$ cat src/hw/rtl/life_generation_row_stream_macros.svh
// ----------------------------------------------------------------------------
// life_generation_row_stream_macros.svh
// Assertion macros for the Life row stream block. Define NO_ASSERTIONS to
// compile them away.
// ----------------------------------------------------------------------------
`ifndef LIFE_GENERATION_ROW_STREAM_MACROS_SVH
`define LIFE_GENERATION_ROW_STREAM_MACROS_SVH

`ifndef NO_ASSERTIONS
// Same-cycle implication, disabled while in reset
`define LGRS_ASSERT_IMPLY(label, clk, rst_n, ante, cons, msg) \
    label: assert property (@(posedge clk) disable iff (!(rst_n)) (ante) |-> (cons)) \
        else $error(msg);
// Next-cycle implication, disabled while in reset
`define LGRS_ASSERT_NEXT(label, clk, rst_n, ante, cons, msg) \
    label: assert property (@(posedge clk) disable iff (!(rst_n)) (ante) |=> (cons)) \
        else $error(msg);
`else
`define LGRS_ASSERT_IMPLY(label, clk, rst_n, ante, cons, msg)
`define LGRS_ASSERT_NEXT(label, clk, rst_n, ante, cons, msg)
`endif

`endif

$ cat src/hw/rtl/lgrs_pkg.sv
// ----------------------------------------------------------------------------
// lgrs_pkg
// Shared constants, types and helpers of the Life row stream block.
// ----------------------------------------------------------------------------
`default_nettype none

package lgrs_pkg;

    localparam int ROW_CELLS = 64;
    localparam int WIDTH_W   = 7;
    localparam int NBR_CNT_W = 4;

    localparam logic [WIDTH_W-1:0]   ROW_WIDTH_RESET = 7'd64;
    localparam logic [WIDTH_W-1:0]   ROW_WIDTH_MAX   = 7'(ROW_CELLS);
    localparam logic [NBR_CNT_W-1:0] BIRTH_COUNT     = 4'd3;
    localparam logic [NBR_CNT_W-1:0] SURVIVE_COUNT   = 4'd2;

    // Result queue geometry
    localparam int QDEPTH = 4;
    localparam int QPTR_W = 2;
    localparam int QCNT_W = 3;
    localparam logic [QCNT_W-1:0] QDEPTH_CNT = 3'(QDEPTH);
    localparam logic [QCNT_W-1:0] QACCEPT_MAX = 3'(QDEPTH - 2);

    typedef logic [ROW_CELLS-1:0] row_t;

    typedef struct packed {
        row_t cells;
        logic run_last;
        logic frame_end;
    } lgrs_result_t;

    typedef struct packed {
        logic first_vld;
        logic second_vld;
    } lgrs_push_t;

    // Mask of the columns in use; zero acts as one, over-range as full row
    function automatic row_t width_mask(input logic [WIDTH_W-1:0] w);
        logic [WIDTH_W-1:0] eff;
        row_t               m;
        eff = w;
        if (eff == '0) eff = 7'd1;
        if (eff > ROW_WIDTH_MAX) eff = ROW_WIDTH_MAX;
        for (int k = 0; k < ROW_CELLS; k++) begin
            m[k] = (7'(k) < eff);
        end
        return m;
    endfunction

endpackage

`default_nettype wire

$ cat src/hw/rtl/lgrs_cell.sv
// ----------------------------------------------------------------------------
// lgrs_cell
// One column lane: counts eight neighbours and applies the B3/S23 rule.
// ----------------------------------------------------------------------------
`default_nettype none

module lgrs_cell
    import lgrs_pkg::*;
(
    input  wire logic [7:0] nbr,
    input  wire logic       alive,
    output logic            next_state
);

    logic [NBR_CNT_W-1:0] sum;

    // Count live neighbours
    always_comb begin
        sum = '0;
        for (int i = 0; i < 8; i++) begin
            sum = sum + NBR_CNT_W'(nbr[i]);
        end
    end

    // Born on three, survive on two or three
    assign next_state = (sum == BIRTH_COUNT) || (alive && (sum == SURVIVE_COUNT));

endmodule

`default_nettype wire

$ cat src/hw/rtl/lgrs_row.sv
// ----------------------------------------------------------------------------
// lgrs_row
// One row generation: a lane per column over a dead-bordered 3-row window,
// merged into one masked row word.
// ----------------------------------------------------------------------------
`default_nettype none

module lgrs_row
    import lgrs_pkg::*;
(
    input  wire row_t upper,
    input  wire row_t middle,
    input  wire row_t lower,
    input  wire row_t mask,
    output row_t      next_cells
);

    logic [ROW_CELLS+1:0] up_ext;
    logic [ROW_CELLS+1:0] mid_ext;
    logic [ROW_CELLS+1:0] low_ext;
    row_t                 lane_out;

    // Drop unused columns and add a dead border on both sides
    assign up_ext  = {1'b0, upper  & mask, 1'b0};
    assign mid_ext = {1'b0, middle & mask, 1'b0};
    assign low_ext = {1'b0, lower  & mask, 1'b0};

    for (genvar c = 0; c < ROW_CELLS; c++) begin : g_lane
        lgrs_cell u_cell (
            .nbr        ({up_ext[c], up_ext[c+1], up_ext[c+2],
                          mid_ext[c], mid_ext[c+2],
                          low_ext[c], low_ext[c+1], low_ext[c+2]}),
            .alive      (mid_ext[c+1]),
            .next_state (lane_out[c])
        );
    end

    // Merge lanes, clear columns past the width
    assign next_cells = lane_out & mask;

endmodule

`default_nettype wire

$ cat src/hw/rtl/lgrs_out_queue.sv
// ----------------------------------------------------------------------------
// lgrs_out_queue
// Four-entry result queue: takes up to two results a cycle, hands out one while out_ready is high.
// ----------------------------------------------------------------------------
`default_nettype none

module lgrs_out_queue
    import lgrs_pkg::*;
(
    input  wire logic         aclk,
    input  wire logic         aresetn,
    input  wire lgrs_push_t   push,
    input  wire lgrs_result_t first_res,
    input  wire lgrs_result_t second_res,
    output logic              room_for_two,
    output logic              out_valid,
    input  wire logic         out_ready,
    output lgrs_result_t      out_res,
    output logic [QCNT_W-1:0] fill
);

    lgrs_result_t        entries_reg [QDEPTH];
    logic [QPTR_W-1:0]   wr_ptr_reg, wr_ptr_next;
    logic [QPTR_W-1:0]   rd_ptr_reg, rd_ptr_next;
    logic [QCNT_W-1:0]   count_reg, count_next;
    logic [QPTR_W-1:0]   wr_ptr_plus1;
    logic [QCNT_W-1:0]   n_push;
    logic                pop;

    assign pop          = out_valid && out_ready;
    assign n_push       = QCNT_W'(push.first_vld) + QCNT_W'(push.second_vld);
    assign wr_ptr_plus1 = wr_ptr_reg + 2'd1;

    // Advance pointers and fill count
    always_comb begin
        wr_ptr_next = wr_ptr_reg + n_push[QPTR_W-1:0];
        rd_ptr_next = rd_ptr_reg + QPTR_W'(pop);
        count_next  = count_reg + n_push - QCNT_W'(pop);
    end

    always_ff @(posedge aclk) begin
        if (!aresetn) begin
            wr_ptr_reg <= '0;
            rd_ptr_reg <= '0;
            count_reg  <= '0;
        end else begin
            wr_ptr_reg <= wr_ptr_next;
            rd_ptr_reg <= rd_ptr_next;
            count_reg  <= count_next;
        end
    end

    // Store the results of this transaction
    always_ff @(posedge aclk) begin
        if (push.first_vld) begin
            entries_reg[wr_ptr_reg] <= first_res;
        end
        if (push.second_vld) begin
            entries_reg[wr_ptr_plus1] <= second_res;
        end
    end

    assign out_valid    = (count_reg != '0);
    assign out_res      = entries_reg[rd_ptr_reg];
    assign room_for_two = (count_reg <= QACCEPT_MAX);
    assign fill         = count_reg;

endmodule

`default_nettype wire

$ cat src/hw/rtl/life_generation_row_stream.sv
// ----------------------------------------------------------------------------
// life_generation_row_stream
// One Game of Life generation (B3/S23) over a grid streamed row by row.
// ----------------------------------------------------------------------------
// Usage: send the grid top to bottom on the s_ channel, one row of up to 64
// cells per transaction, s_tlast high on the bottom row. Each row after the
// first returns the next state of the row above it on the m_ channel; the
// bottom row returns that row and then its own next state (m_tuser high),
// after which the row buffers clear for the next frame. m_tlast marks the
// last result caused by one input transaction. cfg_wr_en/cfg_wr_data set
// the row width; write it only between frames with no results pending.
// Each result is written into the result queue and shown on m_ from there.
// Throughput: one row per cycle while s_tready is high; a bottom row after
// other rows yields two results, handed out in turn. Both results of a
// transaction come from two 64-lane row units in the same cycle and enter a
// four-entry result queue; s_tready is high while two entries are free.
// Reset empties the queue and clears the stored rows; the width returns
// to 64. When the receiver stalls the queue fills and s_tready drops.
// ----------------------------------------------------------------------------
`default_nettype none

`include "life_generation_row_stream_macros.svh"

module life_generation_row_stream
    import lgrs_pkg::*;
(
    input  wire logic                 aclk,
    input  wire logic                 aresetn,
    // Configuration
    input  wire logic                 cfg_wr_en,
    input  wire logic [WIDTH_W-1:0]   cfg_wr_data,   // row_width
    // Row input
    input  wire logic                 s_tvalid,
    output logic                      s_tready,
    input  wire logic [ROW_CELLS-1:0] s_tdata,       // [63:0] row_cells
    input  wire logic                 s_tlast,       // last_row
    // Result output
    output logic                      m_tvalid,
    input  wire logic                 m_tready,
    output logic [ROW_CELLS-1:0]      m_tdata,       // [63:0] next_row_cells
    output logic                      m_tlast,       // run_last
    output logic                      m_tuser        // [0] frame_end
);

    logic [WIDTH_W-1:0] row_width_reg;
    row_t               upper_reg, upper_next;
    row_t               middle_reg, middle_next;
    logic               have_middle_reg, have_middle_next;

    row_t               mask;
    row_t               gen_above;
    row_t               gen_own;
    logic               in_acc;
    lgrs_push_t         push;
    lgrs_result_t       first_res;
    lgrs_result_t       second_res;
    lgrs_result_t       out_res;
    logic               room_for_two;
    logic [QCNT_W-1:0]  fill;

    // Hold the row width
    always_ff @(posedge aclk) begin
        if (!aresetn) begin
            row_width_reg <= ROW_WIDTH_RESET;
        end else if (cfg_wr_en) begin
            row_width_reg <= cfg_wr_data;
        end
    end

    assign mask     = width_mask(row_width_reg);
    assign s_tready = room_for_two;
    assign in_acc   = s_tvalid && s_tready;

    // Next state of the row above the incoming one
    lgrs_row u_row_above (
        .upper      (upper_reg),
        .middle     (middle_reg),
        .lower      (s_tdata),
        .mask       (mask),
        .next_cells (gen_above)
    );

    // Next state of the incoming row with a dead row below
    lgrs_row u_row_own (
        .upper      (middle_reg),
        .middle     (s_tdata),
        .lower      ('0),
        .mask       (mask),
        .next_cells (gen_own)
    );

    // Pick the results of this transaction
    always_comb begin
        push       = '0;
        first_res  = '{cells: gen_above, run_last: !s_tlast, frame_end: 1'b0};
        second_res = '{cells: gen_own, run_last: 1'b1, frame_end: 1'b1};
        if (in_acc) begin
            if (have_middle_reg) begin
                push.first_vld  = 1'b1;
                push.second_vld = s_tlast;
            end else if (s_tlast) begin
                push.first_vld = 1'b1;
                first_res      = second_res;
            end
        end
    end

    // Shift the row window, clear it after the bottom row
    always_comb begin
        upper_next       = upper_reg;
        middle_next      = middle_reg;
        have_middle_next = have_middle_reg;
        if (in_acc) begin
            if (s_tlast) begin
                upper_next       = '0;
                middle_next      = '0;
                have_middle_next = 1'b0;
            end else begin
                upper_next       = have_middle_reg ? middle_reg : '0;
                middle_next      = s_tdata;
                have_middle_next = 1'b1;
            end
        end
    end

    always_ff @(posedge aclk) begin
        if (!aresetn) begin
            upper_reg       <= '0;
            middle_reg      <= '0;
            have_middle_reg <= 1'b0;
        end else begin
            upper_reg       <= upper_next;
            middle_reg      <= middle_next;
            have_middle_reg <= have_middle_next;
        end
    end

    lgrs_out_queue u_queue (
        .aclk         (aclk),
        .aresetn      (aresetn),
        .push         (push),
        .first_res    (first_res),
        .second_res   (second_res),
        .room_for_two (room_for_two),
        .out_valid    (m_tvalid),
        .out_ready    (m_tready),
        .out_res      (out_res),
        .fill         (fill)
    );

    assign m_tdata = out_res.cells;
    assign m_tlast = out_res.run_last;
    assign m_tuser = out_res.frame_end;

    // Checks
    `LGRS_ASSERT_IMPLY(a_fill_bound, aclk, aresetn, 1'b1, fill <= QDEPTH_CNT,
        "result queue overfilled")
    `LGRS_ASSERT_IMPLY(a_width_clear, aclk, aresetn, m_tvalid, (m_tdata & ~mask) == '0,
        "live cell past the row width")
    `LGRS_ASSERT_IMPLY(a_frame_end_last, aclk, aresetn, m_tvalid && m_tuser, m_tlast,
        "frame end without run end")
    `LGRS_ASSERT_NEXT(a_bottom_clears, aclk, aresetn, in_acc && s_tlast,
        !have_middle_reg && (middle_reg == '0) && (upper_reg == '0),
        "row window not cleared after bottom row")

endmodule

`default_nettype wire
$ cat config.mk
export PLATFORM = sky130hd
export DESIGN_NAME = life_generation_row_stream
export DESIGN_NICKNAME = d
export VERILOG_FILES = /design/src/hw/rtl/lgrs_pkg.sv /design/src/hw/rtl/lgrs_cell.sv /design/src/hw/rtl/lgrs_row.sv /design/src/hw/rtl/lgrs_out_queue.sv /design/src/hw/rtl/life_generation_row_stream.sv
export VERILOG_INCLUDE_DIRS = /design/src /design/src/hw/rtl
export SDC_FILE = /design/constraint.sdc
export NUM_CORES = 2
export LEC_CHECK = 0
export BUFFER_PORTS_ARGS = -buffer_cell sky130_fd_sc_hd__buf_4
export CORE_UTILIZATION = 55
export CTS_CLUSTER_DIAMETER = 60
export DETAILED_ROUTE_END_ITERATION = 8
export PLACE_DENSITY = 0.72
export SYNTH_ARGS = -nofsm -noshare
export SYNTH_HDL_FRONTEND = slang
export SYNTH_SLANG_ARGS = --single-unit
$ cat constraint.sdc
create_clock -name aclk -period 8.5 [get_ports aclk]
set_input_delay 0.425 -clock aclk [delete_from_list [all_inputs] [get_ports aclk]]
set_output_delay 0.425 -clock aclk [all_outputs]
set_load 0.03 [all_outputs]
==> results.ini <==
[run_status]
outcome=finished clean

[drt]
ant_nets=0
viasPerCell=6.26
first_pass_iters=6
drt-initial-drc-count=2971
wl_per_cell_um=24.0
vias=27400
drc=0
wirelength_mm=105

[floorplanning]
die_h_um=254
die_x_um=254
start_util_pct=55.5
core_area_um2=63000
io_pins=145
rows=92
die_area_um2=64600

[layout]
drive_gt1_share_pct=10.7
layout_common_cells=inv_1, fa_1, nand2_1
syn_to_final_growth_pct=10.3
largest_reg_flops=264
final_nets=4201
layout_commonest_cell=inv_1

[run]
maxCapViolCount=0

[synthesis]
synth_area_per_cell_um2=10.2
syn_area_um2=35000
synth_cells=3415
synth_fp_nets=4126
synth_seq_cells=407
yosys_warnings=0
synth_top_family_by_area=adder cells
synthAdderAreaFrac_pct=30.4
synth-compound-area-share_pct=13.3
synthXorXnorAreaFrac_pct=0.501
synth-edff-count=256
yosys.area_share.simple_pct=13.2
synthFlopType=edfxtp_1
synth.mux.area_fraction_pct=4.51
yosysUniqueCellTypes=70
async_flop_share_pct=0
ys_seq_area_share_pct=30.6

[clock_tree]
cts-buffers-inserted=52
cts_tree=yes
path_clk_slew_ns=0.06
root_buffer=clkbuf_16
post_cts_buffers=0
insertion_delay_ns=0.62
cts-resized-gates=0
cts_hold_buf=0
htreeDepth=2
cts_buffer_depth=3
cts_num_sinks=407

[placement]
hpwlAfterDp_mm=71.7
port_buffers=144
routabilityCongestion=0.919

[sta]
setup_viol=0
maxSlewViolCount=0
hold_viol_final=0
fin_skew_ns=0.0359
rsz0062_at_grt=false
worstMarginPinSlew_ns=1.20
tns_ns=0
maxSlewHeadroom_pct=18.9
min_period_ns=5.98
post-route-period-util_pct=70.4
max_freq_mhz=167

[setup_path]
path_class=register to register
worst_path_max_delay_cell=o21ai_0
cp.arrival_ns=6.42
startpoint_type=register
worstPathCellList=o211ai_1, o21ai_0, nand2_1, inv_1, xnor2_1, ha_1, inv_1, fa_1, inv_1, fa_1, ha_1, fa_1, o21ai_0, nor2_1, nand3_1, o21ai_0
worstPathRequired_ns=8.94
slowest_delay_ns=0.93
cp_max_fo=27
endpoint_kind=register

[power]
powerDensity_nw_per_um2=201
leakagePower_nw=17.7
power_mw=7.74
vdd_drop_max_mv=0.171

[hold_path]
hold_path.class=input pin to register

[global_routing]
first_global_vias=27200
antenna_found_initial=5
gr-total-overflow=0
grt_start_max_net_pins=103
grt_pass1_wl_mm=161
grt_usage_pct=33.1

-- logic make-up after synthesis --
kind of cell	after synthesis
compound gates	734
xor+xnor	20
fa+ha+maj	634
buf+inv	685
flops	407
mux	75
simple gates	860
-- Yosys cell counts (all sizes together) (4+ instances only) --
library cell | n | area [um^2]
a211oi | 5 | 37.5
a21boi | 26 | 195
a21o | 17 | 128
a21oi | 128 | 641
a22oi | 68 | 510
a31o | 4 | 35.0
a31oi | 23 | 144
and2 | 23 | 146
and3 | 48 | 300
buf | 49 | 235
clkbuf | 114 | 428
dfxtp | 151 | 3020
edfxtp | 256 | 7690
fa | 360 | 7210
ha | 274 | 3430
inv | 522 | 1960
mux2i | 9 | 90.1
mux4 | 66 | 1490
nand2 | 294 | 1100
nand2b | 57 | 357
nand3 | 98 | 490
nand3b | 16 | 120
nand4 | 12 | 75.1
nand4b | 43 | 377
nor2 | 61 | 236
nor2b | 137 | 857
nor3 | 14 | 75.1
nor3b | 10 | 75.1
nor4 | 5 | 52.6
nor4b | 9 | 85.1
o2111ai | 7 | 61.3
o211ai | 4 | 30.0
o21a | 23 | 173
o21ai | 151 | 756
o21bai | 43 | 323
o22ai | 179 | 1120
o2bb2ai | 7 | 61.3
o32ai | 34 | 298
or2 | 13 | 81.3
or3 | 6 | 37.5
or4 | 4 | 30.0
or4b | 6 | 60.1
xnor2 | 10 | 87.6
xor2 | 10 | 87.6
-- critical path, delay by kind of cell, from the launching register on --
family                   cells  cell delay [ns]
AO/OA/AOI/OAI                4             1.94
adder cells (fa/ha/maj)      5             1.93
flip-flops                   1             0.89
AND/OR/NAND/NOR              3             0.58
buffers and inverters        3             0.35
XOR/XNOR                     1             0.10
-- path summary, 6_finish.rpt --
kind	start	end	slack [ns]	cells past startpoint
worst min-delay path	cfg_wr_data[0]	row_width_reg[0]$_SDFFE_PN0P_	0.07	3
worst max-delay path	row_width_reg[2]$_SDFFE_PN0P_	u_queue.entries_reg[0][14]$_DFFE_PP_	2.52	16
worst max register to register	row_width_reg[2]$_SDFFE_PN0P_	u_queue.entries_reg[0][14]$_DFFE_PP_	2.52	16
worst min register to register	u_queue.entries_reg[0][0]$_SDFFE_PP1P_	u_queue.entries_reg[0][0]$_SDFFE_PP1P_	0.45	2
-- layer usage --
layer,global-route usage [%],routed length (um)
met2,52.6,47800
met1,44.4,40100
met4,12.8,4450
met3,7.30,12700
met5,0,32
-- per-stage QoR --
stage,util (%),setup WS [ns],hold WS [ns],instances,area [um^2]
CTS,61.2,2.74,0.0541,4378,38600
finish,61.2,2.52,0.0661,4379,38600
detailed placement,58.5,2.77,0.437,4282,36800
global route,61.2,2.33,0.0935,4378,38600
floorplan,-,3.86,0.418,3415,35000
global placement,58.5,2.75,0.433,4282,36800
-- area by class of cell --
cell class | instances | area (um^2)
Clock inverter | 32 | 362
Tap cell | 846 | 1060
Timing Repair Buffer | 184 | 1380
Clock buffer | 64 | 1370
Inverter | 522 | 1960
Sequential cell | 407 | 10700
Multi-Input combinational cell | 2323 | 21700
Fill cell | 5190 | 24400
Antenna cell | 1 | 2.50
-- power by group --
group          total (mW)  internal [mW]  switching [mW]
clock                2.27           1.33           0.932
combinational        3.06           1.10            1.95
sequential           2.42           2.28           0.145
Power figures use the tool's default switching activity.
